File: config.mk
export PLATFORM = sky130hd
export DESIGN_NAME = imu_sample_condition_unit
export DESIGN_NICKNAME = d
export VERILOG_FILES = /design/src/sv/isc_pkg.sv /design/src/sv/imu_sample_condition_unit.sv
export SDC_FILE = /design/constraint.sdc
export NUM_CORES = 2
export LEC_CHECK = 0
export BUFFER_PORTS_ARGS = -buffer_cell sky130_fd_sc_hd__buf_2
export CORE_UTILIZATION = 30
export CTS_CLUSTER_DIAMETER = 40
export CTS_CLUSTER_SIZE = 40
export DETAILED_ROUTE_END_ITERATION = 16
export HOLD_SLACK_MARGIN = 0.03
export PLACE_DENSITY_LB_ADDON = 0.1
export SYNTH_ARGS = -nofsm -noshare
export SYNTH_HDL_FRONTEND = slang
export SYNTH_SLANG_ARGS = --single-unit
File: constraint.sdc
create_clock -name clock -period 12.5 [get_ports clock]
set_clock_uncertainty 0.15 [all_clocks]
set_input_delay 2.5 -clock clock [delete_from_list [all_inputs] [get_ports clock]]
set_output_delay 2.5 -clock clock [all_outputs]
set_load 0.02 [all_outputs]
File: src/sv/isc_pkg.sv
// ----------------------------------------------------------------------------
// IMU sample conditioning package
// Shared types, constants and the 32-bit saturation function.
// ----------------------------------------------------------------------------
package isc_pkg;

   localparam int unsigned CALIB_SAMPLES = 50000;
   localparam int unsigned CALIB_HALF    = CALIB_SAMPLES / 2;
   localparam int          DIV_W         = $clog2(CALIB_SAMPLES + 1);
   localparam int          SUM_W         = 48;
   localparam int          DSTEP_W       = $clog2(SUM_W);
   localparam int          CNT_W         = 16;
   localparam int          CSR_IDX_W     = 3;

   // The new-sample weight of the low-pass, 0.3 in Q0.16.
   localparam logic [15:0] COEF_NEW = 16'd19661;

   localparam logic [CSR_IDX_W-1:0] CSR_ACCEL_SCALE  = 3'd0;
   localparam logic [CSR_IDX_W-1:0] CSR_GYRO_SCALE   = 3'd1;
   localparam logic [CSR_IDX_W-1:0] CSR_ACCEL_ZERO_X = 3'd2;
   localparam logic [CSR_IDX_W-1:0] CSR_ACCEL_ZERO_Y = 3'd3;
   localparam logic [CSR_IDX_W-1:0] CSR_ACCEL_ZERO_Z = 3'd4;
   localparam logic [CSR_IDX_W-1:0] CSR_GYRO_ZERO_X  = 3'd5;
   localparam logic [CSR_IDX_W-1:0] CSR_GYRO_ZERO_Y  = 3'd6;
   localparam logic [CSR_IDX_W-1:0] CSR_GYRO_ZERO_Z  = 3'd7;

   localparam logic signed [49:0] S32_MAX = 50'sd2147483647;
   localparam logic signed [49:0] S32_MIN = -50'sd2147483648;

   typedef struct packed {
      logic               accel_ready;
      logic               gyro_ready;
      logic signed [15:0] raw_accel_x;
      logic signed [15:0] raw_accel_y;
      logic signed [15:0] raw_accel_z;
      logic signed [15:0] raw_gyro_x;
      logic signed [15:0] raw_gyro_y;
      logic signed [15:0] raw_gyro_z;
      logic               calib_start;
   } req_type;

   typedef struct packed {
      logic signed [31:0] filt_accel_x;
      logic signed [31:0] filt_accel_y;
      logic signed [31:0] filt_accel_z;
      logic signed [31:0] corr_gyro_x;
      logic signed [31:0] corr_gyro_y;
      logic signed [31:0] corr_gyro_z;
      logic               calib_done;
      logic signed [31:0] avg_gyro_x;
      logic signed [31:0] avg_gyro_y;
      logic signed [31:0] avg_gyro_z;
   } rsp_type;

   function automatic logic signed [31:0] sat32(input logic signed [49:0] v);
      logic signed [31:0] r;
      if (v > S32_MAX) begin
         r = 32'sh7FFFFFFF;
      end else if (v < S32_MIN) begin
         r = 32'sh80000000;
      end else begin
         r = $signed(v[31:0]);
      end
      return r;
   endfunction

endpackage

File: src/sv/imu_sample_condition_unit.sv
// ----------------------------------------------------------------------------
// IMU sample conditioning unit
// Scales raw accel and gyro samples, removes offsets, low-passes the accel
// axes and runs an optional gyro offset calibration with rounded means.
// ----------------------------------------------------------------------------
//
// Channel   Ports                          Moves
// req       req_valid/req_ready/req_data   one data-ready event
// rsp       rsp_valid/rsp_ready/rsp_data   one conditioned result
// csr       csr_we/csr_index/csr_wdata     one register write, no wait
//
// An event that completes calibration adds three serial divisions, one per
// gyro axis. The time an event takes comes from the shared multiplier,
// which takes four 4-bit digits per product, and the restoring divider,
// which takes one quotient bit a cycle.
// Reset clears the filter state, scales, offsets and calibration at once.
// A new event is taken while the last result waits; the unit only holds in
// its final state when the result register is still occupied.
module imu_sample_condition_unit (
   input  logic                                clock,
   input  logic                                reset,
   input  logic                                req_valid,
   output logic                                req_ready,
   input  isc_pkg::req_type                    req_data,
   output logic                                rsp_valid,
   input  logic                                rsp_ready,
   output isc_pkg::rsp_type                    rsp_data,
   input  logic                                csr_we,
   input  logic [isc_pkg::CSR_IDX_W-1:0]       csr_index,
   input  logic [31:0]                         csr_wdata
);

   localparam logic [3:0] ST_IDLE  = 4'd0;
   localparam logic [3:0] ST_MLOAD = 4'd1;
   localparam logic [3:0] ST_MUL   = 4'd2;
   localparam logic [3:0] ST_SCL   = 4'd3;
   localparam logic [3:0] ST_OFS   = 4'd4;
   localparam logic [3:0] ST_FLOAD = 4'd5;
   localparam logic [3:0] ST_FUPD  = 4'd6;
   localparam logic [3:0] ST_CAL   = 4'd7;
   localparam logic [3:0] ST_CNT   = 4'd8;
   localparam logic [3:0] ST_DLOAD = 4'd9;
   localparam logic [3:0] ST_DIV   = 4'd10;
   localparam logic [3:0] ST_DEND  = 4'd11;
   localparam logic [3:0] ST_FIN   = 4'd12;

   localparam int DIV_W   = isc_pkg::DIV_W;
   localparam int SUM_W   = isc_pkg::SUM_W;
   localparam int DSTEP_W = isc_pkg::DSTEP_W;
   localparam int CNT_W   = isc_pkg::CNT_W;

   logic [3:0]               state_ff, state_in;
   logic [1:0]               axis_ff, axis_in;
   logic                     gyro_ph_ff, gyro_ph_in;
   logic                     filt_ph_ff, filt_ph_in;
   isc_pkg::req_type         req_ff, req_in;

   logic [31:0]              acc_scale_ff, acc_scale_in;
   logic [31:0]              gyr_scale_ff, gyr_scale_in;
   logic signed [31:0]       acc_zero_ff [3];
   logic signed [31:0]       acc_zero_in [3];
   logic signed [31:0]       gyr_zero_ff [3];
   logic signed [31:0]       gyr_zero_in [3];

   logic signed [31:0]       acc_flt_ff [3];
   logic signed [31:0]       acc_flt_in [3];
   logic signed [31:0]       gyr_scl_ff [3];
   logic signed [31:0]       gyr_scl_in [3];
   logic signed [31:0]       gyr_out_ff [3];
   logic signed [31:0]       gyr_out_in [3];
   logic signed [SUM_W-1:0]  sum_ff [3];
   logic signed [SUM_W-1:0]  sum_in [3];
   logic [CNT_W-1:0]         cnt_ff, cnt_in;
   logic                     active_ff, active_in;
   logic                     done_ff, done_in;
   logic signed [31:0]       avg_ff [3];
   logic signed [31:0]       avg_in [3];

   logic signed [33:0]       mcand_ff, mcand_in;
   logic [15:0]              mplier_ff, mplier_in;
   logic signed [37:0]       hi_ff, hi_in;
   logic [15:0]              lo_ff, lo_in;
   logic [1:0]               dig_ff, dig_in;
   logic signed [31:0]       val_ff, val_in;

   logic [DIV_W-1:0]         rem_ff, rem_in;
   logic [SUM_W-1:0]         dq_ff, dq_in;
   logic [DSTEP_W-1:0]       dstep_ff, dstep_in;
   logic                     neg_ff, neg_in;

   isc_pkg::rsp_type         rsp_ff, rsp_in;
   logic                     rsp_vld_ff, rsp_vld_in;

   logic signed [15:0]       raw_acc [3];
   logic signed [15:0]       raw_gyr [3];
   logic signed [4:0]        digit;
   logic signed [37:0]       mprod;
   logic signed [37:0]       msum;
   logic signed [49:0]       prod;
   logic signed [41:0]       scl_rnd;
   logic signed [31:0]       zero_sel;
   logic signed [32:0]       ofs_diff;
   logic signed [33:0]       fdiff;
   logic signed [34:0]       fupd;
   logic [SUM_W-1:0]         dload;
   logic [DIV_W:0]           trial;
   logic                     trial_ge;
   logic signed [49:0]       qmag;
   logic [CNT_W-1:0]         cnt_inc;
   logic [3:0]               adv_state;
   logic [1:0]               adv_axis;
   logic                     adv_gyro;

   assign req_ready = (state_ff == ST_IDLE);
   assign rsp_valid = rsp_vld_ff;
   assign rsp_data  = rsp_ff;

   assign raw_acc[0] = req_ff.raw_accel_x;
   assign raw_acc[1] = req_ff.raw_accel_y;
   assign raw_acc[2] = req_ff.raw_accel_z;
   assign raw_gyr[0] = req_ff.raw_gyro_x;
   assign raw_gyr[1] = req_ff.raw_gyro_y;
   assign raw_gyr[2] = req_ff.raw_gyro_z;

   // The top digit of the multiplier carries the sign.
   assign digit = (dig_ff == 2'd3) ? $signed({mplier_ff[3], mplier_ff[3:0]})
                                   : $signed({1'b0, mplier_ff[3:0]});
   assign mprod = 38'(mcand_ff) * 38'(digit);
   assign msum  = hi_ff + mprod;
   assign prod  = $signed({hi_ff[33:0], lo_ff});

   assign scl_rnd  = $signed(prod[49:8]) + $signed({41'b0, prod[7]});
   assign zero_sel = gyro_ph_ff ? gyr_zero_ff[axis_ff] : acc_zero_ff[axis_ff];
   assign ofs_diff = 33'(val_ff) - 33'(zero_sel);
   assign fdiff    = 34'(val_ff) - 34'(acc_flt_ff[axis_ff]);

   // The weights sum to one, so y = prev + round(0.3 * (x - prev)).
   assign fupd = 35'(acc_flt_ff[axis_ff]) + 35'($signed(prod[49:16]))
               + $signed({34'b0, prod[15]});

   // Magnitude plus half the divisor in one add: ~s + 1 + half for negatives.
   assign dload = (sum_ff[axis_ff][SUM_W-1] ? ~sum_ff[axis_ff] : sum_ff[axis_ff])
                + SUM_W'(isc_pkg::CALIB_HALF)
                + SUM_W'(sum_ff[axis_ff][SUM_W-1]);

   assign trial    = {rem_ff, dq_ff[SUM_W-1]};
   assign trial_ge = (trial >= (DIV_W+1)'(isc_pkg::CALIB_SAMPLES));
   assign qmag     = $signed({2'b0, dq_ff});
   assign cnt_inc  = cnt_ff + CNT_W'(1);

   always_comb begin
      adv_axis  = 2'd0;
      adv_gyro  = gyro_ph_ff;
      adv_state = ST_FIN;
      if (axis_ff != 2'd2) begin
         adv_axis  = axis_ff + 2'd1;
         adv_state = ST_MLOAD;
      end else if (!gyro_ph_ff && req_ff.gyro_ready) begin
         adv_gyro  = 1'b1;
         adv_state = ST_MLOAD;
      end else if (active_ff) begin
         adv_state = ST_CAL;
      end
   end

   always_comb begin
      state_in     = state_ff;
      axis_in      = axis_ff;
      gyro_ph_in   = gyro_ph_ff;
      filt_ph_in   = filt_ph_ff;
      req_in       = req_ff;
      acc_scale_in = acc_scale_ff;
      gyr_scale_in = gyr_scale_ff;
      acc_zero_in  = acc_zero_ff;
      gyr_zero_in  = gyr_zero_ff;
      acc_flt_in   = acc_flt_ff;
      gyr_scl_in   = gyr_scl_ff;
      gyr_out_in   = gyr_out_ff;
      sum_in       = sum_ff;
      cnt_in       = cnt_ff;
      active_in    = active_ff;
      done_in      = done_ff;
      avg_in       = avg_ff;
      mcand_in     = mcand_ff;
      mplier_in    = mplier_ff;
      hi_in        = hi_ff;
      lo_in        = lo_ff;
      dig_in       = dig_ff;
      val_in       = val_ff;
      rem_in       = rem_ff;
      dq_in        = dq_ff;
      dstep_in     = dstep_ff;
      neg_in       = neg_ff;
      rsp_in       = rsp_ff;
      rsp_vld_in   = rsp_vld_ff && !rsp_ready;

      if (csr_we) begin
         unique case (csr_index)
            isc_pkg::CSR_ACCEL_SCALE:  acc_scale_in   = csr_wdata;
            isc_pkg::CSR_GYRO_SCALE:   gyr_scale_in   = csr_wdata;
            isc_pkg::CSR_ACCEL_ZERO_X: acc_zero_in[0] = $signed(csr_wdata);
            isc_pkg::CSR_ACCEL_ZERO_Y: acc_zero_in[1] = $signed(csr_wdata);
            isc_pkg::CSR_ACCEL_ZERO_Z: acc_zero_in[2] = $signed(csr_wdata);
            isc_pkg::CSR_GYRO_ZERO_X:  gyr_zero_in[0] = $signed(csr_wdata);
            isc_pkg::CSR_GYRO_ZERO_Y:  gyr_zero_in[1] = $signed(csr_wdata);
            isc_pkg::CSR_GYRO_ZERO_Z:  gyr_zero_in[2] = $signed(csr_wdata);
         endcase
      end

      unique case (state_ff)
         ST_IDLE: begin
            if (req_valid) begin
               req_in     = req_data;
               done_in    = 1'b0;
               axis_in    = 2'd0;
               gyro_ph_in = !req_data.accel_ready;
               for (int i = 0; i < 3; i++) begin
                  avg_in[i] = '0;
               end
               if (req_data.calib_start) begin
                  cnt_in    = '0;
                  active_in = 1'b1;
                  for (int i = 0; i < 3; i++) begin
                     sum_in[i] = '0;
                  end
               end
               if (req_data.accel_ready || req_data.gyro_ready) begin
                  state_in = ST_MLOAD;
               end
            end
         end
         ST_MLOAD: begin
            mcand_in   = $signed({2'b0, (gyro_ph_ff ? gyr_scale_ff : acc_scale_ff)});
            mplier_in  = gyro_ph_ff ? raw_gyr[axis_ff] : raw_acc[axis_ff];
            hi_in      = '0;
            lo_in      = '0;
            dig_in     = 2'd0;
            filt_ph_in = 1'b0;
            state_in   = ST_MUL;
         end
         ST_MUL: begin
            hi_in     = msum >>> 4;
            lo_in     = {msum[3:0], lo_ff[15:4]};
            mplier_in = mplier_ff >> 4;
            dig_in    = dig_ff + 2'd1;
            if (dig_ff == 2'd3) begin
               state_in = filt_ph_ff ? ST_FUPD : ST_SCL;
            end
         end
         ST_SCL: begin
            val_in = isc_pkg::sat32(50'(scl_rnd));
            if (gyro_ph_ff) begin
               gyr_scl_in[axis_ff] = val_in;
            end
            state_in = ST_OFS;
         end
         ST_OFS: begin
            if (gyro_ph_ff) begin
               gyr_out_in[axis_ff] = isc_pkg::sat32(50'(ofs_diff));
               axis_in    = adv_axis;
               gyro_ph_in = adv_gyro;
               state_in   = adv_state;
            end else begin
               val_in   = isc_pkg::sat32(50'(ofs_diff));
               state_in = ST_FLOAD;
            end
         end
         ST_FLOAD: begin
            mcand_in   = fdiff;
            mplier_in  = isc_pkg::COEF_NEW;
            hi_in      = '0;
            lo_in      = '0;
            dig_in     = 2'd0;
            filt_ph_in = 1'b1;
            state_in   = ST_MUL;
         end
         ST_FUPD: begin
            acc_flt_in[axis_ff] = isc_pkg::sat32(50'(fupd));
            axis_in    = adv_axis;
            gyro_ph_in = adv_gyro;
            state_in   = adv_state;
         end
         ST_CAL: begin
            sum_in[axis_ff] = sum_ff[axis_ff] + SUM_W'(gyr_scl_ff[axis_ff]);
            if (axis_ff == 2'd2) begin
               state_in = ST_CNT;
            end else begin
               axis_in = axis_ff + 2'd1;
            end
         end
         ST_CNT: begin
            cnt_in = cnt_inc;
            if (cnt_inc == CNT_W'(isc_pkg::CALIB_SAMPLES)) begin
               active_in = 1'b0;
               done_in   = 1'b1;
               axis_in   = 2'd0;
               state_in  = ST_DLOAD;
            end else begin
               state_in = ST_FIN;
            end
         end
         ST_DLOAD: begin
            neg_in   = sum_ff[axis_ff][SUM_W-1];
            dq_in    = dload;
            rem_in   = '0;
            dstep_in = '0;
            state_in = ST_DIV;
         end
         ST_DIV: begin
            if (trial_ge) begin
               rem_in = DIV_W'(trial - (DIV_W+1)'(isc_pkg::CALIB_SAMPLES));
            end else begin
               rem_in = trial[DIV_W-1:0];
            end
            dq_in    = {dq_ff[SUM_W-2:0], trial_ge};
            dstep_in = dstep_ff + DSTEP_W'(1);
            if (dstep_ff == DSTEP_W'(SUM_W - 1)) begin
               state_in = ST_DEND;
            end
         end
         ST_DEND: begin
            avg_in[axis_ff] = isc_pkg::sat32(neg_ff ? -qmag : qmag);
            if (axis_ff == 2'd2) begin
               state_in = ST_FIN;
            end else begin
               axis_in  = axis_ff + 2'd1;
               state_in = ST_DLOAD;
            end
         end
         ST_FIN: begin
            if (!rsp_vld_ff || rsp_ready) begin
               rsp_in.filt_accel_x = acc_flt_ff[0];
               rsp_in.filt_accel_y = acc_flt_ff[1];
               rsp_in.filt_accel_z = acc_flt_ff[2];
               rsp_in.corr_gyro_x  = gyr_out_ff[0];
               rsp_in.corr_gyro_y  = gyr_out_ff[1];
               rsp_in.corr_gyro_z  = gyr_out_ff[2];
               rsp_in.calib_done   = done_ff;
               rsp_in.avg_gyro_x   = avg_ff[0];
               rsp_in.avg_gyro_y   = avg_ff[1];
               rsp_in.avg_gyro_z   = avg_ff[2];
               rsp_vld_in          = 1'b1;
               state_in            = ST_IDLE;
            end
         end
         default: begin
            state_in = ST_IDLE;
         end
      endcase
   end

   always_ff @(posedge clock) begin
      if (reset) begin
         state_ff     <= ST_IDLE;
         rsp_vld_ff   <= 1'b0;
         acc_scale_ff <= '0;
         gyr_scale_ff <= '0;
         cnt_ff       <= '0;
         active_ff    <= 1'b0;
         for (int i = 0; i < 3; i++) begin
            acc_zero_ff[i] <= '0;
            gyr_zero_ff[i] <= '0;
            acc_flt_ff[i]  <= '0;
            gyr_scl_ff[i]  <= '0;
            gyr_out_ff[i]  <= '0;
            sum_ff[i]      <= '0;
         end
      end else begin
         state_ff     <= state_in;
         rsp_vld_ff   <= rsp_vld_in;
         acc_scale_ff <= acc_scale_in;
         gyr_scale_ff <= gyr_scale_in;
         cnt_ff       <= cnt_in;
         active_ff    <= active_in;
         acc_zero_ff  <= acc_zero_in;
         gyr_zero_ff  <= gyr_zero_in;
         acc_flt_ff   <= acc_flt_in;
         gyr_scl_ff   <= gyr_scl_in;
         gyr_out_ff   <= gyr_out_in;
         sum_ff       <= sum_in;
      end
   end

   always_ff @(posedge clock) begin
      axis_ff    <= axis_in;
      gyro_ph_ff <= gyro_ph_in;
      filt_ph_ff <= filt_ph_in;
      req_ff     <= req_in;
      done_ff    <= done_in;
      avg_ff     <= avg_in;
      mcand_ff   <= mcand_in;
      mplier_ff  <= mplier_in;
      hi_ff      <= hi_in;
      lo_ff      <= lo_in;
      dig_ff     <= dig_in;
      val_ff     <= val_in;
      rem_ff     <= rem_in;
      dq_ff      <= dq_in;
      dstep_ff   <= dstep_in;
      neg_ff     <= neg_in;
      rsp_ff     <= rsp_in;
   end

   // A result that does not complete calibration reports zero means.
   assert property (@(posedge clock) disable iff (reset)
      rsp_vld_ff && !rsp_ff.calib_done |->
         rsp_ff.avg_gyro_x == 0 && rsp_ff.avg_gyro_y == 0 && rsp_ff.avg_gyro_z == 0)
      else $error("avg fields nonzero without calib_done");

   // While dividing, the divider remainder stays below the divisor.
   assert property (@(posedge clock) disable iff (reset)
      state_ff == ST_DIV |-> rem_ff < DIV_W'(isc_pkg::CALIB_SAMPLES))
      else $error("divider remainder out of range");

   // The calibration count never passes the sample target.
   assert property (@(posedge clock) disable iff (reset)
      cnt_ff <= CNT_W'(isc_pkg::CALIB_SAMPLES))
      else $error("calibration count overrun");

   // An event without a new sample is dropped in the transfer cycle.
   assert property (@(posedge clock) disable iff (reset)
      req_valid && req_ready && !req_data.accel_ready && !req_data.gyro_ready |=>
         state_ff == ST_IDLE)
      else $error("event without samples started processing");

endmodule

==> flow_summary_export.csv <==
group,metric,value,unit
worst_setup_path,reg2reg_slack,5190,ps
clocking,cts-buffers-inserted,302,
yosys,syn_nets,8177,
worst_setup_path,r2r-end,"hi_ff[29]",
power_and_ir_drop,p_leak,33.77,nW
final_layout,layout.nets,8510,
yosys,async_flop_share,0,
timing,period_share,0.5852,
run,cap_violations,0,
power_and_ir_drop,vdd_drop_max,0.2160,mV
clocking,clkSinkCount,1394,
power_and_ir_drop,powerDensity,252.8,mW/mm²
clocking,cts_root_buf,"clkbuf_16",
yosys,synth_top_area_share,0.2813,
yosys,synth_edf_count,684,
clocking,cts_tree,"done",
placed_design,hpwl,190200,µm
clocking,cts-resized-gates,0,
final_layout,layout.cells.non_filler,11420,
hold_path,min_from,"gyr_out_ff[42]",
yosys,ys_ff_latch,1394,
final_layout,syn2layout_area_growth,20.97,%
routing,finalWirelength,268500,µm
routing,drt-initial-drc-count,5008,
routing,vias_per_cell,5.200,
final_layout,fin_area,0.08834,mm²
worst_setup_path,crit_type,"reg -> reg",
yosys,synth_cells,7666,
timing,finalMaxSlewViolations,0,
status,run_status,"finished clean",
timing,tns,0,ps
placed_design,portBuffers,429,
placed_design,dp.cells,10880,
floorplan,die_x,495.4,µm
hold_path,hold_end,"rsp_data[139]",
floorplan,dieArea,0.2454,mm²
routing,post_drt_wl_per_cell,23.51,µm
routing,vias,59370,
floorplan,start_util,0.3028,
placed_design,place_congestion,0.9000,
yosys,ys_seq_area_frac,0.4759,
routing,drc,0,
timing,worst_pin_slew,1299,ps
hold_path,hold_depth,0,
clocking,htree_levels,5,
clocking,hold_buffers,0,
clocking,clk_latency,940,ps
clocking,post_cts_buffers,0,
floorplan,die_h,495.4,µm
timing,setup_viol,0,
floorplan,core_area,0.2412,mm²
grt,grt_pass1_wl,390000,µm
yosys,syn_area,0.07303,mm²
yosys,synth.most_common_cell,"nand2_1",
worst_setup_path,cp-end-kind,"flop",
yosys,avgSynthCellArea,9.526,µm²
placed_design,placed_area,0.07822,mm²
hold_path,hold_class,"reg -> reg",
timing,slew_headroom,0.1309,
timing,finalHoldViolCount,0,
grt,gr-total-overflow,0,
timing,fmax,136.7,MHz
yosys,ys_top_cells_by_area,"edfxtp_1 (28%), dfxtp_1 (19%), a21oi_1 (5.2%)",
yosys,synth.distinct_cells,88,
worst_setup_path,rr_worst_depth,20,
worst_setup_path,r2r_start,"mplier_ff[3]",
grt,grt_antenna_before_repair,21,
yosys,ys_top_cells_by_count,"nand2_1 (966), a21oi_1 (753), dfxtp_1 (710), edfxtp_1 (684), nor2_1 (677)",
clocking,cts_buffer_depth,4,
grt,grt_max_degree,126,
timing,period_needed,7315,ps
clocking,clk_pin_slew_worst_paths,50,ps
timing,rsz0062_at_grt,"false",
final_layout,drive_gt1_frac,0.1417,
worst_setup_path,critPathMaxFanout,34,
worst_setup_path,startpoint_type,"flop",
routing,drt-pass1-iter-count,6,
yosys,synth_warnings,0,
yosys,yosys.area.top_type,"edfxtp_1",
yosys,synthFlopType,"dfxtp_1",
worst_setup_path,arrival,7780,ps
routing,ant_nets,0,
floorplan,io_pins,430,
grt,grt_pass1_vias,56770,
floorplan,rows,180,
worst_setup_path,cp.required,12970,ps
grt,grt_usage,0.2132,
state kept, by name (all words and copies together) (netlist names), 33 cells and up:
signal       cells
rsp_data       289
sum_ff         144
acc_flt_ff      96
acc_zero_ff     96
avg_ff          96
gyr_out_ff      96
gyr_scl_ff      96
gyr_zero_ff     96
dq_ff           48
raw_acc         48
raw_gyr         48
hi_ff           34
mcand_ff        33
where the power goes:
group,leakage [nW],total (mW),internal (mW),switching (mW)
Combinational,16.9,8.37,3.25,5.11
Clock,4.90,7.97,5.28,2.68
Sequential,12.0,6.00,5.50,0.498
routing by layer:
layer	vias to the layer above	part of all wire	global-route usage
met5	-	0.00034	0
met4	14	0.026	0.06228
met3	346	0.069	0.04581
met2	2028	0.42	0.3132
met1	28950	0.48	0.3102
li1	28040	-	-
cell type report:
class / count / area (µm²)
antenna: 5 / 12.51
inverter: 320 / 1211
fill: 24310 / 152900
tap: 3185 / 3985
sequential: 1394 / 34750
multi-input combinational: 5452 / 35350
clock buffer: 371 / 8312
clock inverter: 162 / 1794
timing repair buffer: 529 / 2920
worst max-delay path: stages, from the launching register on:
cell and delay (ps):
edfxtp_1 1060, nand2_1 100, buf_4 310, or2_2 340
fa_1 510, fa_1 520, fa_1 510, fa_1 390
inv_1 60, ha_1 250, nor2b_1 170, o31a_1 280
o41ai_1 280, buf_4 200, a211oi_1 110, o31ai_1 480
a21boi_0 260, o41a_1 390, and3_1 190, a2111oi_0 370
nor3_1 80
worst max path at each step:
stage | from | endpoint | slack, ps | depth (start not counted)
CTS | mplier_ff[3] | hi_ff[29] | 5150 | 20
finish | mplier_ff[3] | hi_ff[29] | 5190 | 20
global placement | mplier_ff[3] | hi_ff[29] | 5200 | 20
global route | mplier_ff[3] | hi_ff[29] | 4660 | 20
detailed placement | mplier_ff[3] | hi_ff[29] | 5160 | 20
floorplan | rsp_ready | rsp_data[0] | 2410 | 2
cell families after synthesis:
family,after synthesis,synth area share
xor+xnor,286,0.03430
simple gates,2429,0.1491
compound gates,2103,0.1750
flops,1394,0.4759
mux,262,0.04408
buf+inv,820,0.04365
fa+ha+maj,372,0.07802
layout by cell type, fill, tap and decap left out, types with 23 or more instances in the layout:
master and count:
a211o_1 35, o211ai_1 23, o21a_1 80, a21oi_1 753, ha_1 231, clkinv_2 40
a21o_1 98, clkbuf_16 314, xnor2_1 195, a211oi_1 50, inv_1 310, and2_1 174
buf_2 428, edfxtp_1 684, mux4_2 47, nand2_1 961, and3_1 60, or3_1 31
inv_6 26, mux2i_1 208, a22oi_1 107, buf_4 99, a31oi_1 54, a221o_1 36
clkbuf_1 33, nand2b_1 57, nor3_1 104, nor2_1 664, o31ai_1 28, nand3_1 179
clkbuf_8 24, nor2b_1 36, fa_1 139, o21ai_0 573, xor2_1 91, bufinv_16 27
clkinvlp_4 31, nand4_1 26, dfxtp_1 710
per-stage QoR:
stage	hold slack, ps	utilization	setup slack [ps]	power (mW)
floorplan	250.3	-	2413	11.92
global placement	261.6	0.3243	5203	14.38
detailed placement	259.7	0.3243	5155	14.35
CTS	276.1	0.3662	5151	22.47
global route	285.3	0.3662	4664	23.83
finish	275.9	0.3662	5185	22.33
Power figures use the tool's default switching activity.
